==> config.mk <==
export PLATFORM = sky130hd
export DESIGN_NAME = ptm_outq
export DESIGN_NICKNAME = d
export VERILOG_FILES = /design/src/ptm_pkg.sv /design/src/ptm_outq.sv
export SDC_FILE = /design/constraint.sdc
export NUM_CORES = 1
export LEC_CHECK = 0
export BUFFER_PORTS_ARGS = -buffer_cell sky130_fd_sc_hd__buf_2
export CAP_MARGIN = 20
export CELL_PAD_IN_SITES_DETAIL_PLACEMENT = 0
export CELL_PAD_IN_SITES_GLOBAL_PLACEMENT = 1
export CORE_MARGIN = 2
export CORE_UTILIZATION = 43
export CTS_CLUSTER_DIAMETER = 120
export DETAILED_ROUTE_END_ITERATION = 6
export HOLD_SLACK_MARGIN = 0.02
export PLACE_DENSITY = 0.77
export SETUP_SLACK_MARGIN = 0.3
export SLEW_MARGIN = 20
export SYNTH_ARGS = -nofsm -noshare
export SYNTH_HDL_FRONTEND = slang
export SYNTH_SLANG_ARGS = --single-unit
==> constraint.sdc <==
create_clock -name i_clk -period 3.8 [get_ports i_clk]
set_clock_uncertainty 0.2 [all_clocks]
set_input_delay 0.57 -clock i_clk [delete_from_list [all_inputs] [get_ports i_clk]]
set_output_delay 0.57 -clock i_clk [all_outputs]
set_load 0.01 [all_outputs]
==> src/ptm_pkg.sv <==
// Shared types and constants for the packed triangular matrix-vector block.
package ptm_pkg;

    localparam int MAX_N_DEF   = 64;
    localparam int CMDQ_DEPTH  = 4;
    localparam int RESQ_DEPTH  = 2;
    localparam int CFG_ADDR_W  = 4;
    localparam int ORDER_RESET = 8;

    typedef enum logic [1:0] {
        OP_LOAD_MAT = 2'd0,
        OP_LOAD_VEC = 2'd1,
        OP_START    = 2'd2,
        OP_NONE     = 2'd3
    } t_op;

    typedef enum logic [1:0] {
        REG_LOWER = 2'd0,
        REG_TRANS = 2'd1,
        REG_UNIT  = 2'd2,
        REG_ORDER = 2'd3
    } t_reg;

    typedef enum logic [1:0] {
        S_IDLE  = 2'd0,
        S_ROW   = 2'd1,
        S_DRAIN = 2'd2,
        S_EMIT  = 2'd3
    } t_state;

    typedef struct packed {
        logic [1:0]         opcode;
        logic signed [31:0] value;
    } t_item;

    typedef struct packed {
        logic signed [31:0] result_value;
        logic [5:0]         result_index;
        logic               last;
    } t_result;

    typedef struct packed {
        logic       lower_triangle;
        logic       transposed_layout;
        logic       unit_diagonal;
        logic [6:0] order;
    } t_cfg;

    // Queue status between two modules
    typedef struct packed {
        logic avail;
    } t_qctl;

endpackage

==> src/ptm_outq.sv <==
// Result queue between the engine and the output port.
module ptm_outq
    import ptm_pkg::*;
(
    input  logic    i_clk,
    input  logic    i_rst_n,
    input  logic    i_push,
    input  t_result i_res,
    output logic    o_full,
    input  logic    i_pop,
    output logic    o_empty,
    output t_result o_res
);
    localparam int PTR_W = (RESQ_DEPTH > 1) ? $clog2(RESQ_DEPTH) : 1;
    localparam int CNT_W = $clog2(RESQ_DEPTH + 1);

    t_result          r_mem [RESQ_DEPTH];
    logic [PTR_W-1:0] r_wr, r_rd;
    logic [CNT_W-1:0] r_cnt;
    logic             w_push, w_pop;

    assign o_full  = (r_cnt == CNT_W'(RESQ_DEPTH));
    assign o_empty = (r_cnt == '0);
    assign w_push  = i_push && !o_full;
    assign w_pop   = i_pop && !o_empty;
    assign o_res   = r_mem[r_rd];

    always_ff @(posedge i_clk) begin
        if (!i_rst_n) begin
            r_wr  <= '0;
            r_rd  <= '0;
            r_cnt <= '0;
        end else begin
            if (w_push) begin
                r_wr <= (r_wr == PTR_W'(RESQ_DEPTH - 1)) ? '0 : r_wr + 1'b1;
            end
            if (w_pop) begin
                r_rd <= (r_rd == PTR_W'(RESQ_DEPTH - 1)) ? '0 : r_rd + 1'b1;
            end
            r_cnt <= r_cnt + CNT_W'(w_push) - CNT_W'(w_pop);
        end
    end

    always_ff @(posedge i_clk) begin
        if (w_push) begin
            r_mem[r_wr] <= i_res;
        end
    end
endmodule

* Word-level counts from Yosys, hierarchy flattened
Memories as Yosys holds them, arrays and structs flattened. A register that Yosys moved wholly into a read port is not among the register bits.
Cells that the tools add are included.
** Cells by class
- Mux-type cells :: 6
- Equal/unequal tests :: 1
- Add/sub/neg operators :: 4
- Reduce and logical (&&, ||, !) cells :: 5
** Operators by type and width (count)
- two-way mux 1 bit :: 6
- adder 1 bit (second input constant) :: 2
- adder 2 x 1 -> 2 bit :: 1
- == test 2 bit (second input constant) :: 1
- logical AND 1 bit :: 2
- logical NOT 1 bit :: 2
- logical NOT 2 bit :: 1
- subtractor 2 x 1 -> 2 bit :: 1
** Storage, ports and cells
- Logic and storage cells :: 20
- Register bits :: 4
- RAM bits :: 78
- Memories :: 1
- Output and inout port bits :: 41
- Input bits :: 43
** Memories
- r_mem :: words 2, bits a word 39, read ports 1, clocked after memory_dff 1, wr ports 1, line ptm_outq.sv:17 : t_result r_mem [RESQ_DEPTH];

* Logic depth before layout (Yosys ltp)
Gate-level depths: netlist of the first run.
- Depth in word-level cells :: 5
- Mapped depth :: 8
- Mapped depth without buffers :: 8

* Least setup slack after synthesis of the first run
No wires, ideal clock.
- Kind :: input port to flip-flop
- From :: in i_push
- To :: mem r_mem[0][0] in the netlist's numbering (enable)
- Arrival :: 2.308 ns
- Data required time :: 3.165 ns
- Setup slack :: 0.857 ns
- Stages on the path :: 2
- Library setup time :: 0.435 ns
- Cell sequence :: nand2_1 -> nor2_1
** Between the ends
- Longest elaborated chain between the ends :: 3
** RTL lines
- from (decl) :: line ptm_outq.sv:7 : input logic i_push,
- logical AND 1 bit :: line ptm_outq.sv:24 : assign w_push = i_push && !o_full;
- two-way mux 1 bit :: line ptm_outq.sv:45 : if (w_push) begin
- two-way mux 1 bit (not written as such) :: line ptm_outq.sv:46 : r_mem[r_wr] <= i_res;
- to (decl) :: line ptm_outq.sv:17
Every way passes these cells.

==> results.py, run 1 <==
metrics = {
    "finish": {
        "finish.utilization_pct": 55.17,
        "syn_to_final_growth_pct": 22.48,
        "fin_cells": 340,
        "fillCellCount": 570,
        "drive_gt1_share_pct": 57.38,
        "antenna_cells": 0,
        "final_net_count": 284,
    },
    "critical_path": {
        "crit_path_start_kind": "flop",
        "worstRegToRegCells": 4,
        "cpPeakStageDelay_ns": 1.03,
        "path_class": "reg2out",
        "r2r_start": "r_cnt[0]",
        "cp_cell_sequence": "mux2_2, buf_2",
        "r2r_slack_ns": 1.67,
        "crit_path_max_fanout": 39,
        "cp_slowest_cell": "dfxtp_2",
        "critPathBufInv": 1,
        "endpoint_kind": "output pin",
        "r2r_end": "r_mem[0][5]",
        "arrival_ns": 1.93,
        "crit_required_ns": 3.03,
        "crit_family": "flip-flops",
    },
    "synthesis": {
        "synth_cells": 148,
        "synth-main-ff-cell": "edfxtp_1",
        "synth_fa_ha_area_share_pct": 0.8087,
        "synth-xor-area-share_pct": 0.5661,
        "synth.top_cells.by_area": "edfxtp_1, mux2_2, mux2_4",
        "ys_seq_area_share_pct": 78.93,
        "synth_area_um2": 3094,
        "yosysWarningCount": 0,
        "ys_types": 19,
        "synth_mux_area_share_pct": 15.73,
        "synth_async_sr_flop_share_pct": 0,
        "yosysTopAreaCell": "edfxtp_1",
        "synth_top_family_by_area": "multiplexers",
        "synth_edf_count": 78,
        "synth_commonest_cells": "edfxtp_1, mux2_2, mux2_4",
        "ys_seq_elements": 83,
        "synth-simple-area-share_pct": 2.022,
        "synth.top_cell.area_share_pct": 75.70,
        "synth_compound_area_share_pct": 0.2426,
        "avgSynthCellArea_um2": 20.91,
        "syn_nets": 193,
        "synth.most_common_cell": "edfxtp_1",
    },
    "pwr": {
        "seqPwrFrac_pct": 51.2,
        "p_leak_nw": 1.460,
        "p_total_mw": 2.518,
        "swShare_pct": 27.83,
        "p_clk_share_pct": 23.6,
        "switchingPower_mw": 0.7007,
        "ir_drop_uv": 356.8,
        "cellInternalPower_mw": 1.817,
        "pwr-share-comb_pct": 25.2,
        "powerDensity_nw_per_um2": 664.3,
    },
    "clocking": {
        "cts_tree": "built",
        "cts_buffer_depth": 2,
        "clkTransAtPathRegs_ns": 0.08,
        "clkSinkCount": 83,
        "cts_root_buffer": "clkbuf_8",
        "htreeDepth": 3,
        "ctsHoldBuffers": 0,
        "clk_latency_ns": 0.33,
        "post_cts_buffers": 0,
        "numCtsBuffers": 9,
        "cts_resized": 0,
    },
    "floorplan": {
        "core-area_um2": 6869,
        "dieHeight_um": 88.83,
        "die_area_um2": 7891,
        "die_w_um": 88.83,
        "row_count": 30,
        "ioPinCount": 84,
        "initial_core_util_pct": 45.05,
    },
    "timing": {
        "hold_ws_ns": 0.2218,
        "maxSlewViolCount": 0,
        "period_needed_ns": 2.704,
        "relSlewSlack_pct": 30.03,
        "worst_slew_pin_slew_ns": 1.050,
        "rsz0062_at_grt": "no",
        "fin_crit_sh_pct": 71.17,
        "setup_viol": 0,
        "fmax_mhz": 369.8,
        "setup-tns-final_ns": 0,
        "final_hold_viol_count": 0,
    },
    "grt": {
        "antenna_found_initial": 0,
        "grt_util_all_layers_pct": 13.55,
        "gr-total-overflow": 0,
        "grt_max_degree": 40,
        "grt_pass1_wl_mm": 7.741,
        "first_global_vias": 1576,
    },
    "min_path": {
        "min_path_type": "in2reg",
        "hold_path.startpoint": "i_res[10]",
        "worstHoldEndpoint": "r_mem[0][10]",
        "hold_depth": 1,
    },
    "status": {
        "outcome": "completed",
    },
    "placed_design": {
        "dp.cells": 324,
        "dp_hpwl_mm": 3.302,
        "place_congestion": 0.7011,
        "io_buffers": 83,
    },
    "route": {
        "avgViaCountPerCell": 4.629,
        "drt_pre_antenna_iters": 4,
        "drc_errors": 0,
        "post_drt_wl_per_cell_um": 15.04,
        "drt-total-wl_mm": 5.113,
        "vias": 1574,
        "drt_iter0_drc": 43,
        "ant_nets": 0,
    },
    "run": {
        "max_cap_violations": 0,
    },
}
-- how the worst max path moves through the flow --
stage | endpoint | startpoint | slack (ns) | depth (start not counted)
after global placement | o_res[37] | flop | 1.41 | 2
after global routing | o_res[32] | flop | 0.96 | 2
after detailed placement | o_res[37] | flop | 1.39 | 2
after floorplan | r_mem[0][0] | i_push | 0.86 | 2
after CTS | o_res[37] | flop | 1.02 | 2
final | o_res[30] | flop | 1.10 | 2
-- layout make-up --
type                    instances  area (um2)  area share [%]
repair buffers                 84       422.9           11.16
flip-flops and latches         83        2444           64.48
multi-input cells              58       608.1           16.04
clock buffers                  10       127.6           3.367
clock inverters                 6       56.30           1.486
well taps                      96       120.1           3.169
inverters                       3       11.26          0.2971
-- placed cells by master (no fill, tap or decap), drive strengths merged --
master,count
nor2,5
nor3,1
and2,2
ha,2
clkinv,4
dfxtp,5
xnor2,1
mux2,39
buf,84
nand2b,2
clkinvlp,1
mux2i,1
xor2,1
clkbuf,10
o21a,1
nand2,2
edfxtp,78
inv,3
and3,1
bufinv,1
-- power groups by stage --
stage | sequential (mW) | combinational [mW] | clock [mW]
after detailed placement | 1.32 | 0.648 | 0
after floorplan | 1.24 | 0.490 | 0
after global placement | 1.31 | 0.642 | 0
after CTS | 1.30 | 0.650 | 0.609
after global routing | 1.31 | 0.693 | 0.646
final | 1.29 | 0.635 | 0.593
-- flip-flops by register name, indices dropped and copies added, names as in the netlist, named ones only --
name,count
r_cnt,2
r_rd,1
r_mem,78
r_wr,1
-- through the flow --
step                      area (um2)  worst slack (ns)
after CTS                       3790             1.024
after detailed placement        3606             1.390
final                           3790             1.096
after global routing            3790            0.9598
after global placement          3606             1.405
after floorplan                 3094            0.8568
-- layer usage --
layer	up-vias	GRT usage (%)	share of wire [%]
li1	746	-	-
met1	781	16.98	42
met2	40	22.39	52
met3	7	2.612	3.5
met4	0	7.025	1.6
met5	-	0	0
-- worst register-to-register path, stage by stage (launching register included) --
cell and delay [ns]:
dfxtp_1 0.37, nand2b_1 0.15, nand2_1 0.15, nor2_4 0.54
buf_4 0.40
-- logic make-up after synthesis --
logic type,after synthesis
multiplexers,40
buffers and inverters,7
adder cells (fa/ha/maj),2
AND/OR/NAND/NOR,13
flip-flops,83
AO/OA/AOI/OAI,1
XOR/XNOR,2
(Power assumes the default switching activity.)
==> run 2, diff against run 1 <==
clock period = 2.7 ns   (was 3.8 ns; I/O delays follow)
==> run 2 against run 1 <==
  * Clock power grew 54%
  * Final cell count grew 0.88%
  * Combinational power grew 55%
  * Setup slack lost 0.60 ns
  * Clock-buffer cell count is the same
  * Via count grew 0.70%
  * Design area grew 2.0%
  * Critical path type unchanged
  * Largest cell class unchanged
  * Largest power group unchanged
==> results.py, run 2 (synthesis results as in run 1) <==
metrics = {
    "finish": {
        "syn_to_final_growth_pct": 24.95,
        "largest_register_ffs": 78,
        "regArea_um2": 2446,
        "layout_commonest_cell": "buf_2",
        "reg.largest.list": "r_mem (78), r_cnt (2)",
        "final_net_count": 287,
        "drive_gt1_share_pct": 57.09,
        "multi_input_area_um2": 608.1,
        "fillCellCount": 552,
        "antenna_cells": 0,
        "mostFrequentLayoutCells": "buf_2, edfxtp_1, mux2_2",
        "fin_cells": 343,
        "regMostFlops": "r_mem",
    },
    "timing": {
        "relSlewSlack_pct": 63.94,
        "final_hold_viol_count": 0,
        "hold_ws_ns": 0.05148,
        "fin_crit_sh_pct": 81.56,
        "setup_viol": 0,
        "worst_slew_pin_slew_ns": 0.5409,
        "maxSlewViolCount": 0,
        "rsz0062_at_grt": "no",
        "setup-tns-final_ns": 0,
        "period_needed_ns": 2.202,
        "fmax_mhz": 454.1,
    },
    "placed_design": {
        "place_congestion": 0.6839,
        "io_buffers": 83,
        "dp_hpwl_mm": 3.348,
        "dp.cells": 326,
    },
    "route": {
        "drc_errors": 0,
        "post_drt_wl_per_cell_um": 14.55,
        "avgViaCountPerCell": 4.621,
        "drt_iter0_drc": 98,
        "ant_nets": 0,
        "drt-total-wl_mm": 4.991,
        "drt_pre_antenna_iters": 4,
        "vias": 1585,
    },
    "clocking": {
        "cts_root_buffer": "clkbuf_8",
        "clkSinkCount": 83,
        "cts_buffer_depth": 2,
        "clkTransAtPathRegs_ns": 0.08,
        "post_cts_buffers": 0,
        "clk_latency_ns": 0.34,
        "numCtsBuffers": 9,
        "htreeDepth": 3,
        "cts_tree": "built",
    },
    "grt": {
        "grt_util_all_layers_pct": 13.42,
        "grt_pass1_wl_mm": 7.472,
        "grt_max_degree": 40,
        "grt_use_met2_pct": 20.56,
        "first_global_vias": 1575,
        "antenna_found_initial": 0,
        "use_met1_pct": 16.07,
        "grtUsageMet3_pct": 5.131,
        "gr-total-overflow": 0,
        "gr-max-usage-layer": "met2",
    },
    "critical_path": {
        "cp_cell_sequence": "buf_12, mux2_2, buf_2",
        "cpPeakStageDelay_ns": 0.51,
        "r2r_slack_ns": 0.81,
        "arrival_ns": 1.60,
        "crit_required_ns": 2.10,
        "endpoint_kind": "output pin",
        "r2r_end": "r_cnt[1]",
        "worstRegToRegCells": 8,
        "crit_family": "flip-flops",
        "critPathBufInv": 2,
        "crit_path_max_fanout": 23,
        "path_class": "reg2out",
        "cp_slowest_cell": "dfxtp_4",
        "crit_path_start_kind": "flop",
        "r2r_start": "r_cnt[0]",
    },
    "floorplan": {
        "ioPinCount": 84,
        "dieHeight_um": 88.83,
        "die_area_um2": 7891,
        "die_w_um": 88.83,
        "row_count": 30,
        "initial_core_util_pct": 45.05,
        "core-area_um2": 6869,
    },
    "min_path": {
        "hold_path.startpoint": "i_res[21]",
        "min_path_type": "in2reg",
        "hold_depth": 1,
        "worstHoldEndpoint": "r_mem[0][21]",
    },
    "pwr": {
        "powerDensity_nw_per_um2": 946.1,
        "p_leak_nw": 1.489,
        "ir_drop_uv": 472.4,
    },
    "status": {
        "outcome": "completed",
    },
    "run": {
        "max_cap_violations": 0,
    },
}
## run 2: cell types whose count changed in the layout (fill, tap and decap cells not counted), sizes merged
cell         change
dlygate4sd3      +1
bufinv           +1
clkinv           -1
buf              +2
## run 2: what timing repair did
action                     CTS  global route
resized for setup            0             1
hold endpoints to repair     0             2
setup endpoints to repair    0            13
hold buffers                 0             1
## run 2: worst max-delay path by stage
| stage | startpoint | endpoint | slack, ns | cells after the start |
|---|---|---|---|---|
| 6_report | flop | o_res[5] | 0.50 | 3 |
| 5_1_grt | flop | o_res[4] | 0.40 | 3 |
| 4_1_cts | flop | o_res[4] | 0.32 | 3 |
| 3_5_place_dp | flop | o_res[5] | 0.69 | 3 |
| 3_3_place_gp | flop | o_res[5] | 0.70 | 3 |
| 2_1_floorplan | r_cnt[0] | r_mem[0][0] | 0.48 | 3 |
## run 2: where the power goes
part | internal (mW) | switching (mW) | leakage [nW]
Sequential | 1.66 | 0.0971 | 0.770
Clock | 0.513 | 0.402 | 0.101
Combinational | 0.501 | 0.482 | 0.617
## run 2: final cells by class
type                       instances  area share (%)
clock buffer                      10           3.301
clock inverter                     6           2.071
inverter                           3          0.2913
multi-input combinational         58           15.73
sequential                        83           63.27
tap                               96           3.107
timing repair buffer              87           12.23
## run 2: per-stage QoR
step | total power, mW | utilization, % | area (um2) | setup slack, ns
floorplan | 2.429 | - | 3097 | 0.4752
global placement | 2.780 | 53.08 | 3646 | 0.7030
detailed placement | 2.797 | 53.08 | 3646 | 0.6925
CTS | 3.715 | 56.10 | 3854 | 0.3153
global route | 3.863 | 56.28 | 3866 | 0.3991
finish | 3.658 | 56.28 | 3866 | 0.4979
## run 2: per-layer routing
| layer | vias up | share of wire, % |
|---|---|---|
| li1 | 756 | - |
| met2 | 53 | 48 |
| met1 | 765 | 42 |
| met5 | - | 0 |
| met4 | 0 | 2.9 |
| met3 | 11 | 6.7 |
==> run 3, diff against run 2 <==
CORE_UTILIZATION = 39   (was 43)
PLACE_DENSITY = 0.74   (was 0.77)
clock period = 1.93 ns   (was 2.7 ns; I/O delays follow)
==> run 3 against run 2 <==
  * Core utilization grew 3.1 points
  * Combinational power grew 100%
  * Power grew 55%
  * Design area grew 18%
  * Setup slack lost 0.48 ns
  * Critical endpoint is now o_res[25]
==> results.py, run 3 (synthesis results as in run 1) <==
metrics = {
    "route": {
        "post_drt_wl_per_cell_um": 14.83,
        "avgViaCountPerCell": 4.559,
        "drt_pre_antenna_iters": 3,
        "ant_nets": 0,
        "vias": 1810,
        "drc_errors": 0,
        "drt_iter0_drc": 47,
        "drt-total-wl_mm": 5.888,
    },
    "status": {
        "outcome": "completed",
    },
    "timing": {
        "rsz0062_at_grt": "yes",
        "setup_ws_ns": 0.01518,
        "final_hold_viol_count": 0,
        "fmax_mhz": 522.2,
        "setup_viol": 0,
        "period_needed_ns": 1.915,
        "maxSlewViolCount": 0,
        "worst_slew_pin_slew_ns": 0.2327,
        "fin_crit_sh_pct": 99.21,
        "relSlewSlack_pct": 84.37,
        "setup-tns-final_ns": 0,
    },
    "placed_design": {
        "place_congestion": 0.6791,
        "io_buffers": 83,
        "dp_slack_ns": 0.1567,
        "dp_hpwl_mm": 3.465,
        "dp.cells": 335,
        "place_area_um2": 3694,
    },
    "clocking": {
        "cts_tree": "built",
        "clk_latency_ns": 0.34,
        "htreeDepth": 3,
        "clkSinkCount": 83,
        "cts_root_buffer": "clkbuf_8",
        "clkTransAtPathRegs_ns": 0.08,
        "cts_buffer_depth": 2,
        "numCtsBuffers": 9,
    },
    "pwr": {
        "ir_drop_uv": 683.9,
        "powerDensity_nw_per_um2": 1243,
        "p_leak_nw": 1.768,
    },
    "grt": {
        "grt_max_degree": 27,
        "grt_pass1_wl_mm": 8.894,
        "gr-total-overflow": 0,
        "first_global_vias": 1890,
        "antenna_found_initial": 0,
        "grt_util_all_layers_pct": 13.90,
    },
    "finish": {
        "syn_to_final_growth_pct": 47.51,
        "regArea_um2": 2454,
        "drive_gt1_share_pct": 55.59,
        "mostFrequentLayoutCells": "edfxtp_1, buf_2, dlygate4sd3_1",
        "largest_register_ffs": 78,
        "finish.utilization_pct": 59.38,
        "reg.largest.list": "r_mem (78), r_cnt (2)",
        "fillCellCount": 603,
        "multi_input_area_um2": 685.7,
        "final_net_count": 335,
        "fin_area_um2": 4564,
        "antenna_cells": 0,
        "layout_commonest_cell": "edfxtp_1",
        "regMostFlops": "r_mem",
        "fin_cells": 397,
    },
    "critical_path": {
        "cp_slowest_cell": "dfxtp_4",
        "endpoint_kind": "output pin",
        "cp_cell_sequence": "buf_12, mux2_2, buf_2",
        "cpPeakStageDelay_ns": 0.42,
        "r2r_slack_ns": 0.23,
        "crit_path_start_kind": "flop",
        "path_class": "reg2out",
        "arrival_ns": 1.43,
        "crit_required_ns": 1.44,
        "worstRegToRegCells": 7,
        "crit_path_max_fanout": 15,
    },
    "floorplan": {
        "die_w_um": 93.07,
        "dieHeight_um": 93.07,
        "core-area_um2": 7687,
        "initial_core_util_pct": 40.25,
        "die_area_um2": 8662,
        "row_count": 32,
        "ioPinCount": 84,
    },
    "min_path": {
        "hold_depth": 4,
        "min_path_type": "in2reg",
    },
    "run": {
        "max_cap_violations": 0,
    },
}
run 3: through the flow:
step                      power, mW  hold slack [ns]
after global routing          5.945           0.1989
after detailed placement      3.978           0.2812
after floorplan               3.426           0.1884
after global placement        3.952           0.2772
final                         5.674           0.1964
after CTS                     5.418          0.07297
run 3: worst max-delay path, delay by kind of cell, from the launching register on:
family | cells | cell delay (ns)
buffers and inverters | 2 | 0.31
flip-flops | 1 | 0.42
multiplexers | 1 | 0.35
run 3: area by class of cell:
type / instances / area share (%)
Clock buffer: 9 / 2.714
Clock inverter: 7 / 1.617
Inverter: 3 / 0.3015
Multi-Input combinational cell: 58 / 15.02
Sequential cell: 83 / 53.76
Tap cell: 102 / 2.796
Timing Repair Buffer: 135 / 23.79
run 3: final timing paths:
kind                             endpoint      from
worst min register to register       r_wr      r_wr
worst max-delay path            o_res[25]      flop
worst max register to register   r_cnt[1]  r_cnt[0]
worst min-delay path                 r_wr    i_push
run 3: power breakdown:
group | leakage [nW] | internal (mW) | switching (mW)
registers | 0.772 | 2.33 | 0.124
clock network | 0.102 | 0.607 | 0.613
logic | 0.895 | 1.13 | 0.862
run 3: what timing repair did:
action,4_1_cts,5_1_grt
gates cloned,1,0
gates resized for setup,10,33
setup endpoints to repair,40,67
pin swaps,5,6
buffers inserted,2,3
hold buffers,40,0
hold endpoints to repair,80,0
run 3: per-layer routing:
| metal | global-route usage, % | vias up | part of all wire (%) |
|---|---|---|---|
| met5 | 0 | - | 0 |
| met4 | 6.985 | 0 | 2.1 |
| met3 | 3.304 | 11 | 4.7 |
| met2 | 24.82 | 60 | 53 |
| met1 | 15.46 | 887 | 40 |
| li1 | - | 852 | - |
