==> config.mk <==
export PLATFORM = sky130hd
export DESIGN_NAME = ptm_front
export DESIGN_NICKNAME = d
export VERILOG_FILES = /design/src/ptm_pkg.sv /design/src/ptm_front.sv
export SDC_FILE = /design/constraint.sdc
export NUM_CORES = 1
export LEC_CHECK = 0
export ABC_AREA = 1
export BUFFER_PORTS_ARGS = -buffer_cell sky130_fd_sc_hd__clkbuf_2
export CAP_MARGIN = 20
export CELL_PAD_IN_SITES_DETAIL_PLACEMENT = 1
export CELL_PAD_IN_SITES_GLOBAL_PLACEMENT = 1
export CORE_ASPECT_RATIO = 1.5
export CORE_UTILIZATION = 50
export DETAILED_ROUTE_END_ITERATION = 12
export PLACE_DENSITY_LB_ADDON = 0.1
export SLEW_MARGIN = 30
export SYNTH_ARGS = -nofsm -noshare
export SYNTH_HDL_FRONTEND = slang
export SYNTH_SLANG_ARGS = --single-unit
==> constraint.sdc <==
create_clock -name i_clk -period 6.36 [get_ports i_clk]
set_input_delay 0.954 -clock i_clk [delete_from_list [all_inputs] [get_ports i_clk]]
set_output_delay 0.954 -clock i_clk [all_outputs]
set_load 0.01 [all_outputs]
==> src/ptm_pkg.sv <==
// Shared types and constants for the packed triangular matrix-vector block.
package ptm_pkg;

    localparam int MAX_N_DEF   = 64;
    localparam int CMDQ_DEPTH  = 4;
    localparam int RESQ_DEPTH  = 2;
    localparam int CFG_ADDR_W  = 4;
    localparam int ORDER_RESET = 8;

    typedef enum logic [1:0] {
        OP_LOAD_MAT = 2'd0,
        OP_LOAD_VEC = 2'd1,
        OP_START    = 2'd2,
        OP_NONE     = 2'd3
    } t_op;

    typedef enum logic [1:0] {
        REG_LOWER = 2'd0,
        REG_TRANS = 2'd1,
        REG_UNIT  = 2'd2,
        REG_ORDER = 2'd3
    } t_reg;

    typedef enum logic [1:0] {
        S_IDLE  = 2'd0,
        S_ROW   = 2'd1,
        S_DRAIN = 2'd2,
        S_EMIT  = 2'd3
    } t_state;

    typedef struct packed {
        logic [1:0]         opcode;
        logic signed [31:0] value;
    } t_item;

    typedef struct packed {
        logic signed [31:0] result_value;
        logic [5:0]         result_index;
        logic               last;
    } t_result;

    typedef struct packed {
        logic       lower_triangle;
        logic       transposed_layout;
        logic       unit_diagonal;
        logic [6:0] order;
    } t_cfg;

    // Queue status between two modules
    typedef struct packed {
        logic avail;
    } t_qctl;

endpackage

==> src/ptm_front.sv <==
// Front end: accepts items, drops unused opcodes, queues commands for the engine.
module ptm_front
    import ptm_pkg::*;
(
    input  logic  i_clk,
    input  logic  i_rst_n,
    input  logic  i_push,
    input  t_item i_item,
    output logic  o_full,
    input  logic  i_take,
    output t_qctl o_ctl,
    output t_item o_cmd
);
    localparam int PTR_W = (CMDQ_DEPTH > 1) ? $clog2(CMDQ_DEPTH) : 1;
    localparam int CNT_W = $clog2(CMDQ_DEPTH + 1);

    t_item             r_mem [CMDQ_DEPTH];
    logic [PTR_W-1:0]  r_wr, r_rd;
    logic [CNT_W-1:0]  r_cnt;
    logic              w_acc, w_keep, w_pop;

    assign o_full = (r_cnt == CNT_W'(CMDQ_DEPTH));
    assign w_acc  = i_push && !o_full;
    // keep only real commands
    assign w_keep = w_acc && (t_op'(i_item.opcode) != OP_NONE);
    assign w_pop  = i_take && (r_cnt != '0);

    assign o_ctl.avail = (r_cnt != '0);
    assign o_cmd       = r_mem[r_rd];

    always_ff @(posedge i_clk) begin
        if (!i_rst_n) begin
            r_wr  <= '0;
            r_rd  <= '0;
            r_cnt <= '0;
        end else begin
            if (w_keep) begin
                r_wr <= (r_wr == PTR_W'(CMDQ_DEPTH - 1)) ? '0 : r_wr + 1'b1;
            end
            if (w_pop) begin
                r_rd <= (r_rd == PTR_W'(CMDQ_DEPTH - 1)) ? '0 : r_rd + 1'b1;
            end
            r_cnt <= r_cnt + CNT_W'(w_keep) - CNT_W'(w_pop);
        end
    end

    always_ff @(posedge i_clk) begin
        if (w_keep) begin
            r_mem[r_wr] <= i_item;
        end
    end
endmodule

### Yosys cells after proc, flatten, opt, wreduce, memory -nomap -nowiden

Memories as Yosys holds them, arrays and structs flattened. A register that Yosys moved wholly into a read port is not among the register bits.
Index checks and enable logic that the tools add are counted.
W data, S select, Z words.

* add/subtract/negate cells: 4
* eq/ne operators: 4
* mux-type cells: 6
* reduce and logical (&&, ||, !) cells: 5

Operators with widths (number)
* $mux W2: 4
* $add A2 B1 Y2 const B: 2
* $eq A2 B2 Y1 const B: 2
* $add A3 B1 Y3: 1
* $eq A3 B3 Y1 const B: 1
* $logic_and A1 B1 Y1: 3
* $reduce_bool A3 Y1: 1
* $sub A3 B1 Y3: 1
* $mux W1: 2
* $ne A2 B2 Y1 const B: 1
* $logic_not A1 Y1: 1

* register bits: 7
* RAM bits: 136
* bits of input ports: 38
* output and inout port bits: 36
* logic and storage cells: 23
* memories: 1

Memory list
* r_mem: words 4, bits a word 34, read ports 1, clocked after Yosys merged registers in 1, write ports 1, line ptm_front.sv:17 `t_item r_mem [CMDQ_DEPTH];`

### Depth between registers and ports, before layout

Gate-level depths: netlist of the first run.

* depth after elaboration: 6
* gate-level depth with buffers: 11
* depth with buffers taken out: 11

### Least setup slack after synthesis of the first run

Ideal clock, no wire load.

* path type: input -> register
* start: input port i_push
* end: memory r_mem[0][0] (netlist bit) (enable)
* setup time: 0.425 ns
* data arrival time: 2.850 ns
* required time: 5.935 ns
* setup slack: 3.085 ns
* cell stages on the path: 4
* buffers on the path: 0
* cell sequence: inv_1 a21oi_1 nand2_1 nor2_1

* word-level cells in the longest chain between the ends: 4

RTL lines
* from (decl): line ptm_front.sv:7 `input logic i_push,`
* $logic_and A1 B1 Y1: line ptm_front.sv:23 `assign w_acc = i_push && !o_full;`
* $logic_and A1 B1 Y1: line ptm_front.sv:25 `assign w_keep = w_acc && (t_op'(i_item.opcode) != OP_NONE);`
* $mux W1: line ptm_front.sv:48 `if (w_keep) begin`
* $mux W1 (not written as such): line ptm_front.sv:49 `r_mem[r_wr] <= i_item;`
* to (decl): line ptm_front.sv:17

No other way between the ends.

==> metrics, run 1 <==
run status=completed; register area share after synthesis=0.742; post-synth net total=443; Avg Cell Area, Syn=14.5 um^2; final core occ=0.619; drt total wl=12.4 mm; clk_lat worst skew=0.41 ns; Mapped Cells=397; Worst-Margin Slew=0.602 ns; mean routed wirelength per cell=19.5 um; Post-Route Skew=0.00876 ns; gr ovfl total=0; RSZ-0062 raised after global routing=false; Core Box Area=0.0111 mm^2; fin crit period=3.51 ns; clk buf depth=2; die area=0.0119 mm^2; CTS tree=built; CP endpoint kind=primary output; CTS Buf Count=17; period utilization=0.552; Peak VDD IR=0.000244 V; CTS clk-pin slew, worst paths=0.06 ns; die width=89.6 um; MaxCap Viol Count=0; H-tree levels=4; P&R area growth vs syn=19.6%; first-pass GRT wire length=19.1 mm; Detail Route Antenna Nets=0; Worst Setup Slack, final=2.85 ns; gp weighted congestion=0.684; GRT Total Usage=0.224; worst rel slew slack=0.598; #FFs+latches synth=145; via count=3,483; share of layout cells above drive strength 1=0.322; worst path required time=5.41 ns; row cnt=47; worst-path maximum fanout=68; ant diodes=0; Yosys warnings=0; post-cts sizing count=0; Port Buffer Count=73; worst hold start=r_rd[1]$_SDFFE_PN0N_; most frequent cells in the layout=136 x edfxtp_1, 73 x clkbuf_2, 63 x o21ai_0; net total in the final layout=521; DR iter-0 viols=137; Power Dens Cells=419 mW/mm^2; Root Buffer=clkbuf_16; Placed Area=0.00631 mm^2; pre-CTS setup slack=3.30 ns; Min-Delay Endpoint=r_rd[1]$_SDFFE_PN0N_; fmax=0.285 GHz; setup violators final=0; design area=0.00688 mm^2; DP HPWL=7.64 mm; setup TNS=0 ns; vias per cell=5.49; detailed-route DRC error count=0; max-slew violations=0; most common cell after layout, fill and taps aside=edfxtp_1; Initial Util=0.517; Final Hold Vio Count=0; postcts setup bufs=0; RR Startpoint=r_cnt[1]$_SDFF_PN0_; antenna violations before repair=0; vias in the first global route=3,696; chip height=133 um; Crit Path Category=reg -> out; CTS Hold Bufs=0; Hold Path Stages=2; distinct cell type count after synthesis=23; HP Class=reg -> reg; reg2reg path depth=10; I/O pins=74; arrival time worst endpoint=2.56 ns; Pre-antenna DRT Iters=4; Worst setup SP type=register; capture point of the worst reg-to-reg path=r_cnt[2]$_SDFF_PN0_; pin count of the biggest net entering global routing=69; Leak=2.50 nW; clock sink count=145; Reg2Reg Setup Slack=3.96 ns; Post-Syn Area=0.00575 mm^2
## cell usage after synthesis
cell type  number  area share
a21boi_0        1      0.0013
a21oi_1         6      0.0052
buf_12          3       0.010
buf_2          12       0.010
buf_4           2      0.0026
buf_6           2      0.0039
clkbuf_2        2      0.0017
dfxtp_1         9       0.031
edfxtp_1      136        0.71
fa_1            1      0.0035
ha_1            7       0.015
inv_1          15      0.0098
inv_2           1     0.00065
inv_6           1      0.0015
nand2_1        11      0.0072
nand3_1         5      0.0044
nor2_1         59       0.039
nor2_2         20       0.022
o21ai_0        63       0.055
o21ai_1         5      0.0044
o22ai_1        14       0.015
o22ai_2        20       0.044
or2_2           2      0.0022
## where the power goes
part / switching, mW / internal (mW)
clock: 0.359 / 0.566
combinational: 0.494 / 0.271
sequential: 0.0480 / 1.14
total: 0.902 / 1.98
## flip-flops by register name, indices dropped and copies added, names as in the netlist, named ones only
signal,cells
r_cnt,3
r_mem,136
r_rd,2
r_wr,2
## routing by layer
metal  GRT usage  wire (um)  up-vias
met5           0          0        -
met4      0.0847        190        0
li1            -          -     1623
met3      0.0465        346       16
met1       0.259       4790     1753
met2       0.398       7040       91
## per-stage QoR
| step | hold WS [ns] | std cells | total power [mW] |
|---|---|---|---|
| after global placement | 0.504 | 598 | 1.91 |
| final | 0.528 | 635 | 2.88 |
| after floorplan | 0.483 | 397 | 1.71 |
| after CTS | 0.537 | 635 | 2.91 |
| after detailed placement | 0.528 | 603 | 1.97 |
| after global routing | 0.588 | 635 | 3.02 |
## critical path, stage by stage, from the launching register on
cell and delay (ns):
dfxtp_2 0.68, buf_4 0.50, inv_6 0.31, o21ai_0 0.35, o22ai_2 0.13, clkbuf_2 0.15
## worst max-delay path by stage
stage | start | end | slack, ns | depth (start not counted)
6_report | register | o_cmd[18] | 2.85 | 5
5_1_grt | register | o_cmd[18] | 2.65 | 5
4_1_cts | register | o_cmd[18] | 2.80 | 5
3_5_place_dp | register | o_cmd[18] | 3.30 | 5
3_3_place_gp | i_item[32] | r_mem[0][8]$_DFFE_PP_ | 3.31 | 4
2_1_floorplan | i_push | r_mem[0][0]$_DFFE_PP_ | 3.08 | 4
## cells by family (layout without fill, tap and decap cells)
kind of cell / count (synthesis) / after routing / share of synthesized area
AOI/OAI and AO/OA: 109 / 109 / 0.124
adders and majority gates: 8 / 8 / 0.0187
buffers and inverters: 38 / 129 / 0.0411
DFF: 145 / 145 / 0.742
and+or+nand+nor: 97 / 97 / 0.0740
## cell type report
cell class,count,area [um^2]
Clock buffer,25,518
Clock inverter,7,45.0
Fill cell,1064,4240
Inverter,17,68.8
Multi-Input combinational cell,214,1280
Sequential cell,145,4270
Tap cell,147,184
Timing Repair Buffer,80,518
Power figures use the tool's default switching activity.
==> run 2: changes to the inputs <==
CORE_UTILIZATION = 43   (was 50)
clock period = 3 ns   (was 6.36 ns; I/O delays follow)
==> run 2 against run 1 <==
Worst hold slack worse by 0.28 ns. Die area grew 16%. Sequential cell count is the same. Critical path type unchanged. Largest cell class unchanged. Highest routed layer is now met5.
==> metrics, run 2 (synthesis results as in run 1) <==
Leak=2.51 nW (+0.39%); first-pass GRT wire length=18.7 mm (-2.0%); run status=completed; biggest regs=r_mem x136, r_cnt x3; CP endpoint kind=primary output; die area=0.0138 mm^2 (+16%); net total in the final layout=523 (+0.38%); postcts setup bufs=0 (unchanged); Largest register FFs=136 (unchanged); Port Buffer Count=73 (unchanged); most frequent cells in the layout=136 x edfxtp_1, 73 x clkbuf_2, 63 x o21ai_0; GRT Total Usage=0.191 (-0.0332); DP HPWL=7.11 mm (-6.9%); H-tree levels=4 (unchanged); Worst-Margin Slew=0.641 ns (+0.0392 ns); Reg2Reg Setup Slack=0.87 ns (-3.09 ns); chip height=144 um (+7.7%); CTS Hold Bufs=0 (unchanged); met1 Use GR=0.211 (-0.0473); clk buf depth=2 (unchanged); Power Dens Cells=901 mW/mm^2 (+120%); Final Hold Vio Count=0 (unchanged); HP Class=in -> reg; DR iter-0 viols=68 (-50%); setup violators final=0 (unchanged); mean routed wirelength per cell=18.5 um (-4.8%); most common cell after layout, fill and taps aside=edfxtp_1; most crowded layer after global routing=met2; Root Buffer=clkbuf_16; Pre-antenna DRT Iters=4 (unchanged); I/O pins=74 (unchanged); die width=96.4 um (+7.7%); worst-path maximum fanout=68 (unchanged); Crit Path Category=reg -> out; Detail Route Antenna Nets=0 (unchanged); met3 Use GR=0.0492 (+0.00274); clk_lat worst skew=0.41 ns (about the same); Crit-path slowest cell=inv_6; P&R area growth vs syn=20.0%; drt total wl=12.0 mm (-2.7%); CP Cell Sequence=inv_6, o21ai_0, o22ai_1, clkbuf_2; Peak VDD IR=0.000371 V (+52%); setup TNS=0 ns (unchanged); Crit path largest cell delay=0.47 ns (-0.21 ns); ant diodes=0 (unchanged); CTS Buf Count=17 (unchanged); gp weighted congestion=0.696 (+1.7%); Core Box Area=0.0130 mm^2 (+17%); GRT met2 Usage=0.342 (-0.0562); max-slew violations=0 (unchanged); vias in the first global route=3,548 (-4.0%); fmax=0.419 GHz; arrival time worst endpoint=1.94 ns (-0.62 ns); Post-Route Skew=0.00856 ns (-0.000202 ns); CP Buf/Inv Count=2 (-1); vias per cell=5.23 (-4.6%); Worst setup SP type=register; Crit path max-delay family=buffers and inverters; detailed-route DRC error count=0 (unchanged); row cnt=51 (+8.5%); antenna violations before repair=1 (+1); CTS clk-pin slew, worst paths=0.07 ns (about the same); pin count of the biggest net entering global routing=69 (unchanged); Initial Util=0.442 (-0.0756); post-cts sizing count=0 (unchanged); CTS tree=built; clock sink count=145 (unchanged); RSZ-0062 raised after global routing=false; Final Total Pwr=6.21 mW (+120%); fin crit period=2.39 ns; worst rel slew slack=0.572 (-0.0258); worst path required time=2.55 ns (-2.86 ns); gr ovfl total=0 (unchanged); share of layout cells above drive strength 1=0.333 (+0.0109); via count=3,396 (-2.5%); Most flops, register=r_mem; MaxCap Viol Count=0 (unchanged); period utilization=0.796; Filler cells=1,303 (+22%)
[run 2: cell count changes in the layout (fill, tap and decap cells not counted), sizes merged]
cell / delta
inv: +6
buf: +2
bufinv: +1
clkinv: +2
clkbuf: -8
clkinvlp: -1
[run 2: path summary, 6_finish.rpt]
| check | from | endpoint | cells after the start |
|---|---|---|---|
| worst max register to register | r_cnt[1]$_SDFF_PN0_ | r_cnt[2]$_SDFF_PN0_ | 11 |
| worst max-delay path | register | o_cmd[24] | 4 |
| worst min-delay path | i_item[31] | r_mem[2][31]$_DFFE_PP_ | 1 |
| worst min register to register | r_rd[1]$_SDFFE_PN0N_ | r_rd[1]$_SDFFE_PN0N_ | 2 |
[run 2: through the flow]
step / util / cell area [um^2] / setup WS, ns / hold slack [ns] / instances
after floorplan: - / 5750 / 0.229 / 0.483 / 397
after global placement: 0.483 / 6280 / 0.624 / 0.513 / 617
after detailed placement: 0.483 / 6280 / 0.583 / 0.524 / 617
after CTS: 0.530 / 6900 / 0.550 / 0.231 / 649
after global routing: 0.530 / 6900 / 0.484 / 0.237 / 649
final: 0.530 / 6900 / 0.613 / 0.245 / 649
[run 2: worst register-to-register path, stage by stage, from the launching register on]
cell and delay, ns:
dfxtp_1 0.35, nor2_1 0.19, nand2_1 0.16, nand2_1 0.10
buf_4 0.18, ha_1 0.24, inv_1 0.05, ha_1 0.13
inv_1 0.05, fa_1 0.37, a21oi_1 0.13, nor2_1 0.06
[run 2: layer usage]
metal,wire length [um],share of wire,up-vias
met2,6460,0.54,60
met5,13,0.0011,-
met1,4890,0.41,1684
li1,-,-,1631
met3,418,0.035,19
met4,246,0.020,2
[run 2: where the power goes]
| group | internal (mW) | total, mW | switching [mW] | leakage, nW |
|---|---|---|---|---|
| Sequential | 2.42 | 2.50 | 0.0842 | 1.31 |
| Combinational | 0.560 | 1.59 | 1.03 | 0.891 |
| Clock | 1.20 | 2.12 | 0.920 | 0.301 |
| Total | 4.18 | 6.21 | 2.03 | 2.51 |
[run 2: final cells by class]
class / instances / area (um^2) / share of cell area
repair buffers: 82 / 470 / 0.0682
clock buffers: 17 / 425 / 0.0617
inverters: 17 / 68.8 / 0.00998
flip-flops and latches: 145 / 4270 / 0.618
multi-input cells: 214 / 1280 / 0.185
well taps: 159 / 199 / 0.0288
clock inverters: 15 / 190 / 0.0276
==> run 3: changes to the inputs <==
ABC_AREA = 0   (was 1)
CORE_UTILIZATION = 49   (was 43)
clock period = 2.47 ns   (was 3 ns; I/O delays follow)
==> run 3 against run 2 <==
Register-to-register slack worse by 0.71 ns. Sequential share of layout area is 3.7 points higher. Critical path depth is 7 higher. Synthesized cell count is 42% lower. Synthesized area is 6.2% lower. Routed wire length is 23% lower. Setup slack worse by 0.45 ns. Global-route usage is 1.1 points lower. Sequential cell count stayed put. Combinational power is 19% lower. Critical path type is now reg -> reg. Largest cell class unchanged.
==> metrics, run 3 <==
run status=completed; Peak VDD IR=0.000617 V (+66%); top_reg_cell synth=edfxtp_1; mean routed wirelength per cell=19.4 um (+4.9%); GRT met2 Usage=0.313 (-0.0294); gp weighted congestion=0.630 (-9.4%); Port Buffer Count=73 (unchanged); Multi-input gate area=0.00106 mm^2 (-17%); Net Switching=1.62 mW (-20%); Mapped Cells=232 (-42%); DP HPWL=5.54 mm (-22%); CTS Buf Count=17 (unchanged); biggest regs=r_mem x136, r_cnt x3; DR iter-0 viols=121 (+78%); Post-Syn Area=0.00539 mm^2 (-6.2%); share of layout cells above drive strength 1=0.446 (+0.113); chip height=130 um (-9.2%); HP Class=in -> reg; detailed-route DRC error count=0 (unchanged); register area share after synthesis=0.791 (+0.0494); net total in the final layout=365 (-30%); post-synthesis mux area share=0.146 (+0.146); I/O pins=74 (unchanged); Yosys warnings=0 (unchanged); drt total wl=9.25 mm (-23%); P&R area growth vs syn=20.9%; Int Pwr=5.08 mW (+21%); vias in the first global route=2,711 (-24%); CTS tree=built; arrival time worst endpoint=2.61 ns (+0.67 ns); Leak=2.27 nW (-9.5%); Worst setup SP type=register; clock sink count=145 (unchanged); pin count of the biggest net entering global routing=35 (-49%); GRT Total Usage=0.180 (-0.0106); worst path required time=2.77 ns (+0.22 ns); via count=2,478 (-27%); most common cell after layout, fill and taps aside=edfxtp_1; simple logic cell fraction of the synthesized area=0.0209 (-0.0531); hold slack=0.183 ns (-0.0621 ns); Most flops, register=r_mem; CTS clk-pin slew, worst paths=0.05 ns (-0.02 ns); Core Box Area=0.0106 mm^2 (-18%); Root Buffer=clkbuf_16; largest area contributor in the netlist=edfxtp_1; ant diodes=0 (unchanged); worst rel slew slack=0.627 (+0.0546); clk buf depth=2 (unchanged); worst-path maximum fanout=5 (-93%); Synth area leaders=edfxtp_1 76%, mux4_2 14%, dfxtp_1 3.3%; share of synthesized cell area in full adder, half adder and majority cells=0.0200 (+0.00125); Detail Route Antenna Nets=0 (unchanged); Crit Path Category=reg -> reg; setup violators final=0 (unchanged); clk_lat worst skew=0.41 ns (about the same); post-synth net total=278 (-37%); Post-Route Skew=0.00834 ns (-0.000213 ns); Sw Share=0.242 (-0.0856); share of the synthesized area in the top cell type=0.758 (+0.0473); met1 Use GR=0.207 (-0.00395); Gate power share=0.192 (-0.064); xor and xnor area share after synthesis=0.00325 (+0.00325); Pre-antenna DRT Iters=4 (unchanged); max-slew violations=0 (unchanged); compound-cell area share of the yosys netlist=0.00325 (-0.121); first-pass GRT wire length=14.2 mm (-24%); antenna violations before repair=0 (-1); distinct cell type count after synthesis=25 (+8.7%); most frequent cell after synthesis=edfxtp_1; largest family of logic cells by synthesized area=multiplexers; fin crit period=2.31 ns; vias per cell=5.21 (-0.51%); Largest register FFs=136 (unchanged); H-tree levels=4 (unchanged); #FFs+latches synth=145 (unchanged); EDFF count, synth=136 (unchanged); Power Dens Cells=1030 mW/mm^2 (+14%); row cnt=46 (-9.8%); Worst-Margin Slew=0.560 ns (-0.0810 ns); FF+latch area=0.00427 mm^2 (+0.15%); CTS Hold Bufs=0 (unchanged); met3 Use GR=0.0509 (+0.00167); CP endpoint kind=register; die width=87.6 um (-9.1%); gr ovfl total=0 (unchanged); period utilization=0.936; die area=0.0114 mm^2 (-17%); RSZ-0062 raised after global routing=false; Seq pwr share=0.449 (+0.047); fmax=0.433 GHz; setup TNS=0 ns (unchanged); Filler cells=921 (-29%); MaxCap Viol Count=0 (unchanged); asr flop ratio synth=0 (unchanged); Clk pwr share=0.359 (+0.017); Avg Cell Area, Syn=23.2 um^2 (+60%); Final Hold Vio Count=0 (unchanged); most crowded layer after global routing=met2; most frequent cells in the layout=136 x edfxtp_1, 73 x clkbuf_2, 34 x mux4_2; Post-synth top cells=136 x edfxtp_1, 34 x mux4_2, 9 x dfxtp_1; Initial Util=0.506 (+0.0646)
run 3: layer usage:
layer	wire length [um]	vias to the layer above
met5	0	-
met4	135	0
met3	339	11
li1	-	1125
met2	5000	55
met1	3780	1287
run 3: layout make-up:
| cell class | count | share of cell area |
|---|---|---|
| clock buffer | 25 | 0.0714 |
| timing repair buffer | 78 | 0.0657 |
| tap | 144 | 0.0276 |
| sequential | 145 | 0.655 |
| multi-input combinational | 70 | 0.162 |
| clock inverter | 7 | 0.0134 |
| inverter | 7 | 0.00403 |
run 3: path summary, 6_finish.rpt:
kind	start	endpoint	slack, ns	cells after the start
min reg2reg	r_wr[1]$_SDFFE_PN0P_	r_wr[1]$_SDFFE_PN0P_	0.53	2
max	r_cnt[1]$_SDFF_PN0_	r_cnt[2]$_SDFF_PN0_	0.16	11
max reg2reg	r_cnt[1]$_SDFF_PN0_	r_cnt[2]$_SDFF_PN0_	0.16	11
min	i_item[11]	r_mem[1][11]$_DFFE_PP_	0.18	1
run 3: power by group through the flow:
| stage | Sequential [mW] | Clock (mW) | Combinational (mW) |
|---|---|---|---|
| detailed placement | 3.06 | 0 | 1.31 |
| global placement | 3.04 | 0 | 1.29 |
| global route | 3.03 | 2.54 | 1.42 |
| floorplan | 3.00 | 0 | 0.871 |
| CTS | 3.01 | 2.45 | 1.31 |
| finish | 3.01 | 2.40 | 1.29 |
run 3: repair_timing:
item | CTS | global route
endpoints found under the setup margin | 0 | 1
resized for setup | 0 | 5
buffers inserted | 0 | 0
run 3: logic make-up after synthesis:
kind of cell | after synthesis
flops | 145
mux | 36
simple gates | 21
buf+inv | 17
fa+ha+maj | 8
compound gates | 3
xor+xnor | 2
run 3: stage by stage:
stage | utilization | std cells | power, mW | worst slack (ns) | area [um^2]
after floorplan | - | 232 | 3.88 | 0.106 | 5390
after global placement | 0.558 | 444 | 4.33 | 0.124 | 5940
after detailed placement | 0.558 | 444 | 4.36 | 0.0862 | 5940
after CTS | 0.610 | 476 | 6.77 | 0.0646 | 6500
after global routing | 0.612 | 476 | 6.98 | 0.0399 | 6520
final | 0.612 | 476 | 6.70 | 0.159 | 6520
run 3: worst max-delay path, stage by stage, from the launching register on:
cell and delay, ns:
dfxtp_2 0.35, or3b_1 0.39, and3_1 0.19, inv_1 0.06
ha_1 0.22, inv_1 0.06, ha_1 0.13, inv_1 0.05
fa_2 0.34, xnor2_2 0.14, xnor2_1 0.12, and2_1 0.15
